`config.mk`:
```
export PLATFORM = sky130hd
export DESIGN_NAME = rover_command_line_controller_core
export DESIGN_NICKNAME = d
export VERILOG_FILES = /design/src/rtl/core/rclc_pkg.sv /design/src/rtl/core/rclc_ram.sv /design/src/rtl/core/rclc_char_unit.sv /design/src/rtl/core/rover_command_line_controller_core.sv
export SDC_FILE = /design/constraint.sdc
export NUM_CORES = 2
export LEC_CHECK = 0
export ABC_AREA = 1
export BUFFER_PORTS_ARGS = -buffer_cell sky130_fd_sc_hd__buf_2
export CAP_MARGIN = 10
export CORE_ASPECT_RATIO = 0.6
export CORE_MARGIN = 2
export CORE_UTILIZATION = 40
export DETAILED_ROUTE_END_ITERATION = 8
export GPL_TIMING_DRIVEN = 0
export PLACE_DENSITY = 0.64
export SLEW_MARGIN = 20
export SYNTH_ARGS = -nofsm -noshare
export SYNTH_HDL_FRONTEND = slang
export SYNTH_SLANG_ARGS = --single-unit
```
`constraint.sdc`:
```
create_clock -name clk_i -period 6.2 [get_ports clk_i]
set_input_delay 0.62 -clock clk_i [delete_from_list [all_inputs] [get_ports clk_i]]
set_output_delay 0.62 -clock clk_i [all_outputs]
set_load 0.01 [all_outputs]
```
`src/rtl/core/rclc_pkg.sv`:
```
// Shared types, constants and helpers for the rover command-line controller.
// Depends on nothing; imported by rclc_char_unit, the core and the testbench.
package rclc_pkg;

  localparam int unsigned LINE_CAP_DEF = 64;

  localparam logic [7:0]  ANGLE_MAX       = 8'd180;
  localparam logic [7:0]  GRIP_THRESHOLD  = 8'd90;
  localparam logic [7:0]  SPEED_LIMIT     = 8'd255;
  localparam logic [15:0] NUM_SAT         = 16'hFFFF;
  localparam logic [7:0]  DRIVE_SPEED_RST = 8'd250;
  localparam logic [15:0] CLOSE_RUN_RST   = 16'd600;
  localparam logic [15:0] OPEN_RUN_RST    = 16'd800;
  localparam logic [15:0] WATCHDOG_RST    = 16'd2000;

  localparam logic [7:0] CH_LF    = 8'h0A;
  localparam logic [7:0] CH_CR    = 8'h0D;
  localparam logic [7:0] CH_COMMA = 8'h2C;

  // register indexes
  localparam logic [1:0] CFG_CLOSE_RUN = 2'd0;
  localparam logic [1:0] CFG_OPEN_RUN  = 2'd1;
  localparam logic [1:0] CFG_WATCHDOG  = 2'd2;

  // reply codes
  localparam logic [3:0] RC_NONE  = 4'd0;
  localparam logic [3:0] RC_HOME  = 4'd10;
  localparam logic [3:0] RC_ARM   = 4'd11;
  localparam logic [3:0] RC_SPEED = 4'd12;
  localparam logic [3:0] RC_FMT   = 4'd13;
  localparam logic [3:0] RC_EMPTY = 4'd14;
  localparam logic [3:0] RC_OVF   = 4'd15;

  // gripper codes
  localparam logic [3:0] GC_NONE        = 4'd0;
  localparam logic [3:0] GC_CLOSING     = 4'd1;
  localparam logic [3:0] GC_OPENING     = 4'd2;
  localparam logic [3:0] GC_ALR_CLOSED  = 4'd3;
  localparam logic [3:0] GC_ALR_OPEN    = 4'd4;
  localparam logic [3:0] GC_CLOSED      = 4'd5;
  localparam logic [3:0] GC_OPENED      = 4'd6;
  localparam logic [3:0] GC_CLOSED_TO   = 4'd7;
  localparam logic [3:0] GC_OPENED_TO   = 4'd8;

  // gripper drive
  localparam logic [1:0] GD_STOP  = 2'd0;
  localparam logic [1:0] GD_CLOSE = 2'd1;
  localparam logic [1:0] GD_OPEN  = 2'd2;

  typedef enum logic [1:0] {
    PH_BLANK = 2'd0,
    PH_DIGIT = 2'd1,
    PH_END   = 2'd2
  } parse_phase_e;

  typedef struct packed {
    parse_phase_e phase;
    logic         neg;
    logic [15:0]  acc;
  } parse_t;

  localparam parse_t PARSE_INIT = '{phase: PH_BLANK, neg: 1'b0, acc: 16'd0};

  function automatic logic is_blank(input logic [7:0] c);
    return (c == 8'h20) || (c >= 8'h09 && c <= 8'h0D);
  endfunction

  // 0 when not a drive letter, else 1..9
  function automatic logic [3:0] drive_index(input logic [7:0] c);
    logic [3:0] r;
    unique case (c)
      "F":     r = 4'd1;
      "B":     r = 4'd2;
      "L":     r = 4'd3;
      "R":     r = 4'd4;
      "W":     r = 4'd5;
      "H":     r = 4'd6;
      "J":     r = 4'd7;
      "G":     r = 4'd8;
      "I":     r = 4'd9;
      default: r = 4'd0;
    endcase
    return r;
  endfunction

  // bit0 right fwd, bit1 right back, bit2 left fwd, bit3 left back
  function automatic logic [3:0] drive_mask(input logic [3:0] idx);
    logic [3:0] m;
    unique case (idx)
      4'd1:    m = 4'h5;
      4'd2:    m = 4'hA;
      4'd3:    m = 4'h9;
      4'd4:    m = 4'h6;
      4'd6:    m = 4'h1;
      4'd7:    m = 4'h4;
      4'd8:    m = 4'h2;
      4'd9:    m = 4'h8;
      default: m = 4'h0;
    endcase
    return m;
  endfunction

  function automatic logic hdr_match(input logic [1:0] pos, input logic [7:0] c,
                                     input logic is_arm);
    logic [7:0] e;
    unique case (pos)
      2'd0:    e = is_arm ? 8'h41 : 8'h53;  // A / S
      2'd1:    e = is_arm ? 8'h52 : 8'h50;  // R / P
      2'd2:    e = is_arm ? 8'h4D : 8'h44;  // M / D
      default: e = 8'h3A;                   // colon
    endcase
    return c == e;
  endfunction

  function automatic logic [7:0] clamp8(input parse_t p, input logic [7:0] hi);
    logic [7:0] r;
    if (p.neg) r = 8'd0;
    else if (p.acc > {8'd0, hi}) r = hi;
    else r = p.acc[7:0];
    return r;
  endfunction

endpackage

```
`src/rtl/core/rclc_ram.sv`:
```
// Generic single-write, single-read RAM with registered read data.
// No dependencies.
module rclc_ram #(
  parameter int unsigned WIDTH = 8,
  parameter int unsigned DEPTH = 128
) (
  input  logic                     clk_i,
  input  logic                     we_i,
  input  logic [$clog2(DEPTH)-1:0] waddr_i,
  input  logic [WIDTH-1:0]         wdata_i,
  input  logic [$clog2(DEPTH)-1:0] raddr_i,
  output logic [WIDTH-1:0]         rdata_o
);

  logic [WIDTH-1:0] mem_q [DEPTH];

  always_ff @(posedge clk_i) begin
    if (we_i) begin
      mem_q[waddr_i] <= wdata_i;
    end
    rdata_o <= mem_q[raddr_i];
  end

endmodule

```
`src/rtl/core/rclc_char_unit.sv`:
```
// Shared per-character number parser step (atol rules, saturating).
// Depends on rclc_pkg.
module rclc_char_unit
  import rclc_pkg::*;
(
  input  logic [7:0] char_i,
  input  parse_t     state_i,
  output parse_t     state_o
);

  logic        digit;
  logic [3:0]  dval;
  logic [19:0] prod;
  logic [15:0] acc_sat;

  assign digit   = (char_i >= 8'h30) && (char_i <= 8'h39);
  assign dval    = 4'(char_i - 8'h30);
  // acc*10 + d as two shifted adds
  assign prod    = {1'b0, state_i.acc, 3'b000} + {3'b000, state_i.acc, 1'b0} + {16'd0, dval};
  assign acc_sat = (prod > {4'd0, NUM_SAT}) ? NUM_SAT : prod[15:0];

  always_comb begin
    state_o = state_i;
    unique case (state_i.phase)
      PH_BLANK: begin
        if (is_blank(char_i)) begin
          state_o.phase = PH_BLANK;
        end else if (char_i == 8'h2B || char_i == 8'h2D) begin
          state_o.neg   = (char_i == 8'h2D);
          state_o.phase = PH_DIGIT;
        end else if (digit) begin
          state_o.acc   = acc_sat;
          state_o.phase = PH_DIGIT;
        end else begin
          state_o.phase = PH_END;
        end
      end
      PH_DIGIT: begin
        if (digit) state_o.acc = acc_sat;
        else state_o.phase = PH_END;
      end
      default: state_o.phase = PH_END;
    endcase
  end

endmodule

```
`src/rtl/core/rover_command_line_controller_core.sv`:
```
// Rover command-line controller: top level with sequencer, line stores and state.
// Depends on rclc_pkg, rclc_ram and rclc_char_unit.
//
// Usage:
//  - Request channel (in_valid_i/in_ready_o): func_i=0 carries a received byte
//    (rx_byte_i) for port source_port_i, func_i=1 carries a tick of tick_ms_i ms.
//  - Result channel (out_valid_o/out_ready_i): one result per request, holding
//    the reply and gripper codes plus a snapshot of all drive/arm/gripper state.
//  - Config channel (cfg_valid_i/cfg_ready_o): always ready; index 0 close run,
//    1 open run, 2 watchdog (ms). Other indexes are ignored.
//  - Sequencing: a plain byte or a tick goes from acceptance through dispatch
//    to a load into the result register. A CR/LF walks the stored line twice
//    through the line RAM: a trim pass over the whole line, a decode pass over
//    the trimmed line, then an execute step. One request is in work at a time;
//    in_ready_o is high only when idle, in the cycle after the result is loaded,
//    so a new byte or tick is taken only once the last one is through.
//  - The result register frees the core: a new request may be taken while a
//    result waits. If the receiver stalls, the next request finishes its work
//    and waits in its final state until the output register is taken.
//  - Reset: line lengths zero, speed 250, PWM and angles zero, gripper open and
//    stopped, timings back to 600/800/2000 ms. Line RAM contents are not reset.
module rover_command_line_controller_core
  import rclc_pkg::*;
#(
  parameter int unsigned LINE_CAPACITY = LINE_CAP_DEF
) (
  input  logic        clk_i,
  input  logic        rst_ni,

  input  logic        in_valid_i,
  output logic        in_ready_o,
  input  logic        func_i,
  input  logic        source_port_i,
  input  logic [7:0]  rx_byte_i,
  input  logic [15:0] tick_ms_i,

  output logic        out_valid_o,
  input  logic        out_ready_i,
  output logic [3:0]  reply_code_o,
  output logic [3:0]  grip_code_o,
  output logic        reply_port_o,
  output logic [7:0]  pwm_right_fwd_o,
  output logic [7:0]  pwm_right_back_o,
  output logic [7:0]  pwm_left_fwd_o,
  output logic [7:0]  pwm_left_back_o,
  output logic [7:0]  base_angle_out_o,
  output logic [7:0]  elbow_angle_out_o,
  output logic [1:0]  gripper_drive_o,
  output logic        gripper_is_closed_o,
  output logic [7:0]  speed_out_o,

  input  logic        cfg_valid_i,
  output logic        cfg_ready_o,
  input  logic [1:0]  cfg_index_i,
  input  logic [15:0] cfg_data_i
);

  localparam int unsigned IW = $clog2(LINE_CAPACITY);      // RAM index bits per port
  localparam int unsigned LW = $clog2(LINE_CAPACITY + 1);  // length counter bits
  localparam int unsigned AW = IW + 1;
  localparam logic [LW-1:0] CAP = LW'(LINE_CAPACITY);

  typedef enum logic [5:0] {
    S_IDLE = 6'b000001,
    S_DISP = 6'b000010,
    S_TRIM = 6'b000100,
    S_DEC  = 6'b001000,
    S_EXEC = 6'b010000,
    S_FIN  = 6'b100000
  } state_e;

  state_e state_q, state_d;

  // configuration
  logic [15:0] close_q, open_q, wdog_q;

  // latched request
  logic        func_q, port_q;
  logic [7:0]  byte_q;
  logic [15:0] tick_q;

  // architectural state
  logic [LW-1:0] len_q [2];
  logic [LW-1:0] len_d [2];
  logic [7:0]    speed_q, speed_d;
  logic [7:0]    pwm_q [4];
  logic [7:0]    pwm_d [4];
  logic [7:0]    base_q, base_d, elbow_q, elbow_d;
  logic          gclosed_q, gclosed_d, grun_q, grun_d, gclosing_q, gclosing_d;
  logic          gport_q, gport_d;
  logic [15:0]   gelap_q, gelap_d;

  // scan control
  logic [LW-1:0] idx_q, idx_d, end_q, end_d, didx_q, didx_d;
  logic          dv_q, dv_d;
  logic [LW-1:0] st_q, st_d, en_q, en_d;
  logic          found_q, found_d;

  // decode state
  logic          arm_q, arm_d, spd_q, spd_d;
  logic [7:0]    first_q, first_d;
  parse_t        ps_q, ps_d, fv0_q, fv0_d, fv1_q, fv1_d, ps_next;
  logic [1:0]    fcnt_q, fcnt_d;
  logic [2:0]    ne_q, ne_d;

  // result
  logic [3:0]    rc_q, rc_d, gc_q, gc_d;
  logic          rport_q, rport_d;
  logic          out_valid_q;

  // line RAM
  logic          ram_we;
  logic [AW-1:0] ram_waddr, ram_raddr;
  logic [7:0]    ram_rdata;

  logic          issue, scan_done, is_term;
  logic [LW-1:0] pos, nlen;
  logic [16:0]   sum;
  logic [15:0]   run_ms;
  logic [3:0]    di;
  logic [3:0]    dmask;
  parse_t        val0, val1;
  logic [7:0]    gval;
  logic          out_load;

  assign is_term   = (byte_q == CH_LF) || (byte_q == CH_CR);
  assign issue     = idx_q < end_q;
  assign scan_done = !issue && !dv_q;
  assign pos       = didx_q - st_q;
  assign nlen      = en_q - st_q;
  assign sum       = {1'b0, gelap_q} + {1'b0, tick_q};
  assign run_ms    = gclosing_q ? close_q : open_q;
  assign di        = drive_index(first_q);
  assign dmask     = drive_mask(di);
  assign val0      = (fcnt_q == 2'd0) ? ps_q : fv0_q;
  assign val1      = (fcnt_q == 2'd1) ? ps_q : fv1_q;
  assign gval      = clamp8(ps_q, ANGLE_MAX);
  assign out_load  = (state_q == S_FIN) && (!out_valid_q || out_ready_i);

  assign ram_we    = (state_q == S_DISP) && !func_q && !is_term && (len_q[port_q] < CAP);
  assign ram_waddr = {port_q, len_q[port_q][IW-1:0]};
  assign ram_raddr = {port_q, idx_q[IW-1:0]};

  rclc_ram #(
    .WIDTH(8),
    .DEPTH(2 << IW)
  ) u_line_ram (
    .clk_i  (clk_i),
    .we_i   (ram_we),
    .waddr_i(ram_waddr),
    .wdata_i(byte_q),
    .raddr_i(ram_raddr),
    .rdata_o(ram_rdata)
  );

  // the one parser step, reused for every character of every field
  rclc_char_unit u_char_unit (
    .char_i (ram_rdata),
    .state_i(ps_q),
    .state_o(ps_next)
  );

  assign in_ready_o  = (state_q == S_IDLE);
  assign cfg_ready_o = 1'b1;
  assign out_valid_o = out_valid_q;

  always_comb begin
    state_d    = state_q;
    len_d[0]   = len_q[0];
    len_d[1]   = len_q[1];
    speed_d    = speed_q;
    for (int k = 0; k < 4; k++) pwm_d[k] = pwm_q[k];
    base_d     = base_q;
    elbow_d    = elbow_q;
    gclosed_d  = gclosed_q;
    grun_d     = grun_q;
    gclosing_d = gclosing_q;
    gport_d    = gport_q;
    gelap_d    = gelap_q;
    idx_d      = idx_q;
    end_d      = end_q;
    didx_d     = didx_q;
    dv_d       = 1'b0;
    st_d       = st_q;
    en_d       = en_q;
    found_d    = found_q;
    arm_d      = arm_q;
    spd_d      = spd_q;
    first_d    = first_q;
    ps_d       = ps_q;
    fv0_d      = fv0_q;
    fv1_d      = fv1_q;
    fcnt_d     = fcnt_q;
    ne_d       = ne_q;
    rc_d       = rc_q;
    gc_d       = gc_q;
    rport_d    = rport_q;

    unique case (state_q)
      S_IDLE: begin
        if (in_valid_i) state_d = S_DISP;
      end

      S_DISP: begin
        rc_d    = RC_NONE;
        gc_d    = GC_NONE;
        state_d = S_FIN;
        if (func_q) begin
          rport_d = gport_q;
          if (grun_q) begin
            gelap_d = sum[16] ? NUM_SAT : sum[15:0];
            if (sum > {1'b0, wdog_q}) begin
              grun_d    = 1'b0;
              gclosed_d = gclosing_q;
              gc_d      = gclosing_q ? GC_CLOSED_TO : GC_OPENED_TO;
            end else if (sum >= {1'b0, run_ms}) begin
              grun_d    = 1'b0;
              gclosed_d = gclosing_q;
              gc_d      = gclosing_q ? GC_CLOSED : GC_OPENED;
            end
          end
        end else begin
          rport_d = port_q;
          if (is_term) begin
            len_d[port_q] = '0;
            idx_d   = '0;
            end_d   = len_q[port_q];
            found_d = 1'b0;
            state_d = S_TRIM;
          end else if (len_q[port_q] < CAP) begin
            len_d[port_q] = len_q[port_q] + LW'(1);
          end else begin
            len_d[port_q] = '0;
            rc_d = RC_OVF;
          end
        end
      end

      S_TRIM: begin
        if (issue) begin
          idx_d = idx_q + LW'(1);
          dv_d  = 1'b1;
        end
        didx_d = idx_q;
        if (dv_q && !is_blank(ram_rdata)) begin
          if (!found_q) begin
            st_d    = didx_q;
            found_d = 1'b1;
          end
          en_d = didx_q + LW'(1);
        end
        if (scan_done) begin
          if (!found_q) begin
            state_d = S_FIN;  // blank line
          end else begin
            idx_d   = st_q;
            end_d   = en_q;
            arm_d   = 1'b1;
            spd_d   = 1'b1;
            ps_d    = PARSE_INIT;
            fcnt_d  = 2'd0;
            ne_d    = 3'b000;
            state_d = S_DEC;
          end
        end
      end

      S_DEC: begin
        if (issue) begin
          idx_d = idx_q + LW'(1);
          dv_d  = 1'b1;
        end
        didx_d = idx_q;
        if (dv_q) begin
          if (pos == '0) first_d = ram_rdata;
          if (pos < LW'(4)) begin
            arm_d = arm_q && hdr_match(pos[1:0], ram_rdata, 1'b1);
            spd_d = spd_q && hdr_match(pos[1:0], ram_rdata, 1'b0);
          end else if (ram_rdata == CH_COMMA && fcnt_q != 2'd2) begin
            if (fcnt_q == 2'd0) fv0_d = ps_q;
            else fv1_d = ps_q;
            fcnt_d = fcnt_q + 2'd1;
            ps_d   = PARSE_INIT;
          end else begin
            ps_d = ps_next;
            ne_d[fcnt_q] = 1'b1;
          end
        end
        if (scan_done) state_d = S_EXEC;
      end

      S_EXEC: begin
        state_d = S_FIN;
        if (nlen >= LW'(4) && arm_q) begin
          if (fcnt_q != 2'd2 || !ne_q[2]) begin
            rc_d = RC_FMT;
          end else if (!ne_q[0] || !ne_q[1]) begin
            rc_d = RC_EMPTY;
          end else begin
            rc_d    = RC_ARM;
            base_d  = clamp8(val0, ANGLE_MAX);
            elbow_d = clamp8(val1, ANGLE_MAX);
            if (gval >= GRIP_THRESHOLD && !gclosed_q) begin
              grun_d = 1'b1; gclosing_d = 1'b1; gelap_d = '0; gport_d = port_q;
              gc_d   = GC_CLOSING;
            end else if (gval < GRIP_THRESHOLD && gclosed_q) begin
              grun_d = 1'b1; gclosing_d = 1'b0; gelap_d = '0; gport_d = port_q;
              gc_d   = GC_OPENING;
            end
          end
        end else if (nlen >= LW'(4) && spd_q) begin
          speed_d = clamp8(val0, SPEED_LIMIT);
          rc_d    = RC_SPEED;
        end else if (nlen == LW'(1)) begin
          if (di != 4'd0) begin
            for (int k = 0; k < 4; k++) pwm_d[k] = dmask[k] ? speed_q : 8'd0;
            rc_d = di;
          end else if (first_q == 8'h50) begin  // P: home
            base_d  = '0;
            elbow_d = '0;
            rc_d    = RC_HOME;
          end else if (first_q == 8'h4F) begin  // O: open
            if (!gclosed_q) begin
              gc_d = GC_ALR_OPEN;
            end else begin
              grun_d = 1'b1; gclosing_d = 1'b0; gelap_d = '0; gport_d = port_q;
              gc_d   = GC_OPENING;
            end
          end else if (first_q == 8'h43) begin  // C: close
            if (gclosed_q) begin
              gc_d = GC_ALR_CLOSED;
            end else begin
              grun_d = 1'b1; gclosing_d = 1'b1; gelap_d = '0; gport_d = port_q;
              gc_d   = GC_CLOSING;
            end
          end
        end
      end

      S_FIN: begin
        if (out_load) state_d = S_IDLE;
      end

      default: state_d = S_IDLE;
    endcase
  end

  always_ff @(posedge clk_i or negedge rst_ni) begin
    if (!rst_ni) begin
      state_q     <= S_IDLE;
      close_q     <= CLOSE_RUN_RST;
      open_q      <= OPEN_RUN_RST;
      wdog_q      <= WATCHDOG_RST;
      len_q[0]    <= '0;
      len_q[1]    <= '0;
      speed_q     <= DRIVE_SPEED_RST;
      for (int k = 0; k < 4; k++) pwm_q[k] <= '0;
      base_q      <= '0;
      elbow_q     <= '0;
      gclosed_q   <= 1'b0;
      grun_q      <= 1'b0;
      gclosing_q  <= 1'b0;
      gport_q     <= 1'b0;
      gelap_q     <= '0;
      dv_q        <= 1'b0;
      out_valid_q <= 1'b0;
    end else begin
      state_q    <= state_d;
      len_q[0]   <= len_d[0];
      len_q[1]   <= len_d[1];
      speed_q    <= speed_d;
      for (int k = 0; k < 4; k++) pwm_q[k] <= pwm_d[k];
      base_q     <= base_d;
      elbow_q    <= elbow_d;
      gclosed_q  <= gclosed_d;
      grun_q     <= grun_d;
      gclosing_q <= gclosing_d;
      gport_q    <= gport_d;
      gelap_q    <= gelap_d;
      dv_q       <= dv_d;
      if (cfg_valid_i) begin
        unique case (cfg_index_i)
          CFG_CLOSE_RUN: close_q <= cfg_data_i;
          CFG_OPEN_RUN:  open_q  <= cfg_data_i;
          CFG_WATCHDOG:  wdog_q  <= cfg_data_i;
          default:       ;
        endcase
      end
      if (out_load) out_valid_q <= 1'b1;
      else if (out_ready_i) out_valid_q <= 1'b0;
    end
  end

  // payload registers, no reset needed
  always_ff @(posedge clk_i) begin
    if (in_valid_i && in_ready_o) begin
      func_q <= func_i;
      port_q <= source_port_i;
      byte_q <= rx_byte_i;
      tick_q <= tick_ms_i;
    end
    idx_q   <= idx_d;
    end_q   <= end_d;
    didx_q  <= didx_d;
    st_q    <= st_d;
    en_q    <= en_d;
    found_q <= found_d;
    arm_q   <= arm_d;
    spd_q   <= spd_d;
    first_q <= first_d;
    ps_q    <= ps_d;
    fv0_q   <= fv0_d;
    fv1_q   <= fv1_d;
    fcnt_q  <= fcnt_d;
    ne_q    <= ne_d;
    rc_q    <= rc_d;
    gc_q    <= gc_d;
    rport_q <= rport_d;
    if (out_load) begin
      reply_code_o        <= rc_q;
      grip_code_o         <= gc_q;
      reply_port_o        <= rport_q;
      pwm_right_fwd_o     <= pwm_q[0];
      pwm_right_back_o    <= pwm_q[1];
      pwm_left_fwd_o      <= pwm_q[2];
      pwm_left_back_o     <= pwm_q[3];
      base_angle_out_o    <= base_q;
      elbow_angle_out_o   <= elbow_q;
      gripper_drive_o     <= grun_q ? (gclosing_q ? GD_CLOSE : GD_OPEN) : GD_STOP;
      gripper_is_closed_o <= gclosed_q;
      speed_out_o         <= speed_q;
    end
  end

  // an accepted request always leaves idle on the next edge
  assert property (@(posedge clk_i) disable iff (!rst_ni)
    (in_valid_i && in_ready_o) |=> (state_q == S_DISP))
    else $error("request accepted but sequencer did not start");

  // line lengths never exceed the store
  assert property (@(posedge clk_i) disable iff (!rst_ni)
    (len_q[0] <= CAP) && (len_q[1] <= CAP))
    else $error("line length beyond capacity");

  // angles stay clamped
  assert property (@(posedge clk_i) disable iff (!rst_ni)
    (base_q <= ANGLE_MAX) && (elbow_q <= ANGLE_MAX))
    else $error("arm angle out of range");

  // a result is loaded only when the output register is free or being drained
  assert property (@(posedge clk_i) disable iff (!rst_ni)
    (out_valid_q && !out_ready_i && state_q == S_FIN) |=> (state_q == S_FIN))
    else $error("result overwritten while stalled");

endmodule

```
==> flow_summary.yaml <==
die:
  core_region_area_um2: 146700
  std_cell_rows: 109
  floorplan.initialDensity: 0.4017
  die-area_um2: 150600
  fp.dieW_um: 499.6
  io_pins: 120
  die_y_um: 301.4
detailed_routing:
  via_per_inst: 6.286
  vias: 46590
  drc: 5
  wire_per_inst_um: 34.33
  drt_wl_total_um: 254500
  drtAntennaViolNets: 0
  first_iter_violations: 9700
  dr.pass1.iters: 9
sta:
  fmax_ghz: 0.1923
  period_share: 0.8388
  fin_tns_setup_ns: 0
  final_hold_viol_count: 0
  rsz0062_at_grt: "false"
  slew_violations: 0
  worst_pin_slew_ns: 1.409
  fin_worst_skew_ns: 0.03599
  hold_ws_ns: 0.03678
  period_minus_slack_ns: 5.201
  setup_violations: 0
  post-route-worst-setup-slack_ns: 0.9993
  slew_headroom: 0.06063
power_and_ir_drop:
  powerDensity_nw_per_um2: 339.1
  power.switching_mw: 6.343
  peakVddDrop_mv: 0.2901
  combinationalPowerShare: 0.137
  sw_frac_of_total: 0.2746
  clkPwrFrac: 0.371
  power_frac_seq: 0.492
  leakagePower_nw: 24.08
  internal-power_mw: 16.76
cells_and_area:
  nets: 5499
  num-fill-cells: 13310
  syn_to_final_growth_pct: 15.56
  drive_gt1_frac: 0.1236
clocking:
  clkTransAtPathRegs_ns: 0.07
  cts_buffers: 134
  htreeDepth: 4
  cts_buffer_depth: 3
  insertion_delay_ns: 0.81
  root_buffer: "clkbuf_16"
  cts_tree: "built"
  post_cts_resized: 0
  numClockSinks: 1385
worst_setup_path:
  path_class: "flip-flop to flip-flop"
  path_common_cell: "buf_2"
  slowest_delay_ns: 1.09
  crit_chain: "buf_4 -> inv_2 -> buf_2 -> buf_2 -> buf_2 -> nand2_1 -> a221oi_1 -> nor3_1 -> a21oi_1 -> nor3_1 -> nor2_1"
  cp_max_fo: 15
  reg2reg_slack_ns: 1.0
  crit_path_start_kind: "flip-flop"
  worstPathArrival_ns: 5.86
  critPathRequiredTime_ns: 6.86
  critPathSlowestCell: "a221oi_1"
  endpoint_kind: "flip-flop"
grt:
  antenna_found_initial: 37
  grt.overflow.total: 0
  grt_max_degree: 87
  grt.total_usage: 0.3306
  grt_pass1_vias: 41680
  grt_pass1_wl_um: 340900
placed_design:
  globalplace.congestion: 1.052
  pre_cts_ws_ns: 1.516
  hpwl_um: 180300
  numPortBuffers: 118
synthesis:
  ys.flop_type: "edfxtp_1"
  yosys.cell_count.top_type: "edfxtp_1"
  synth_top_cell_by_area: "edfxtp_1"
  synthesis.area_um2: 58950
  netlist.area_leader.share: 0.6271
  synth_nets: 5152
  seq_area_frac_synth: 0.6922
  synth_cells: 4991
  synth_common_cells: "edfxtp_1 (1231), nor2_1 (769), o21ai_0 (725)"
  synth_area_per_cell_um2: 11.81
  ys_warn_count: 0
  synthTopCellsByArea: "edfxtp_1 (63%), o21ai_0 (6.2%), dfrtp_1 (5.3%)"
  synth-seq-cells: 1385
  synth.distinct_cells: 67
  synth_edf_count: 1231
  async_flop_share: 0.1054
outcome:
  status: "complete, but fails checks"
  violations: "DRC"
flow_run:
  drv_cap: 0
hold_path:
  hold_class: "primary input to flip-flop"
-- registers in the layout, indices dropped and copies added (netlist names), 16 cells and up --
| register | flops |
|---|---|
| u_line_ram.mem_q | 1024 |
| pwm_q | 32 |
| ps_q | 19 |
| fv0_q | 17 |
| fv1_q | 17 |
| close_q | 16 |
| gelap_q | 16 |
| open_q | 16 |
| tick_q | 16 |
| wdog_q | 16 |
-- per-stage QoR --
step           power, mW  cell area [um2]  std cells  utilization
3_3_place_gp       14.22            61970       7051       0.4223
2_1_floorplan      12.94            58950       4991            -
6_report           23.10            68120       7412       0.4642
3_5_place_dp       14.56            63300       7121       0.4314
4_1_cts            22.93            67960       7384       0.4631
5_1_grt            23.60            68070       7390       0.4638
-- cell usage in the layout, fill, tap and decap left out, drive strengths merged, types with 31 or more instances in the layout --
cell / instances
edfxtp: 1231
nor2: 775
o21ai: 740
nand2: 608
clkbuf: 356
inv: 287
buf: 264
a21oi: 171
nand3: 163
o221ai: 141
dfrtp: 126
ha: 107
o22ai: 98
clkinv: 56
nor3: 38
xor2: 31
-- power by group through the flow --
stage	Clock, mW	Sequential (mW)	Combinational, mW
floorplan	0	11.9	1.03
global placement	0	12.5	1.69
detailed placement	0	11.6	3.00
CTS	8.55	11.4	3.02
global route	8.91	11.4	3.30
finish	8.58	11.4	3.15
-- cells by family after synthesis --
kind of cell	count (synthesis)	synth area share
flops	1385	0.6922
mux	15	0.002568
fa+ha+maj	112	0.02441
compound gates	1240	0.1218
other cells	1	0.00006362
simple gates	1649	0.1162
buf+inv	549	0.03685
xor+xnor	40	0.005943
-- worst paths after layout --
check,cells after the start,end,start
max,11,u_line_ram.rdata_o[6],idx_q[0]
min,1,tick_q[5],tick_ms_i[5]
max reg2reg,11,u_line_ram.rdata_o[6],idx_q[0]
min reg2reg,0,grip_code_o[1],gc_q[1]
max in group asynchronous,3,speed_q[5],rst_ni
min in group asynchronous,2,close_q[13],rst_ni
-- worst max-delay path: cells and delay by family, from the launching register on --
family | cells | cell delay [ns]
AO/OA/AOI/OAI | 2 | 1.63
buffers and inverters | 5 | 2.19
flip-flops | 1 | 0.44
AND/OR/NAND/NOR | 4 | 0.75
-- layer usage --
layer | track usage | wire (um) | vias to the layer above
met4 | 0.1028 | 8814 | 12
met3 | 0.2037 | 49970 | 579
met2 | 0.3984 | 91180 | 4104
li1 | - | - | 18790
met1 | 0.4760 | 104000 | 23100
met5 | 0.001565 | 473 | -
-- what timing repair did --
action,in CTS,in global routing
endpoints found under the hold margin,92,0
hold buffers,21,0
buffers inserted,0,0
-- area by class of cell --
cell class	count	area, um2	area share
antenna	26	65.06	0.0009551
buffer	268	1230	0.01806
clock buffer	162	3585	0.05262
clock inverter	80	855.8	0.01256
inverter	281	1055	0.01548
multi-input combinational	3057	16130	0.2367
sequential	1385	40800	0.5990
tap	1942	2430	0.03567
timing repair buffer	211	1969	0.02891
Power figures use the tool's default switching activity.
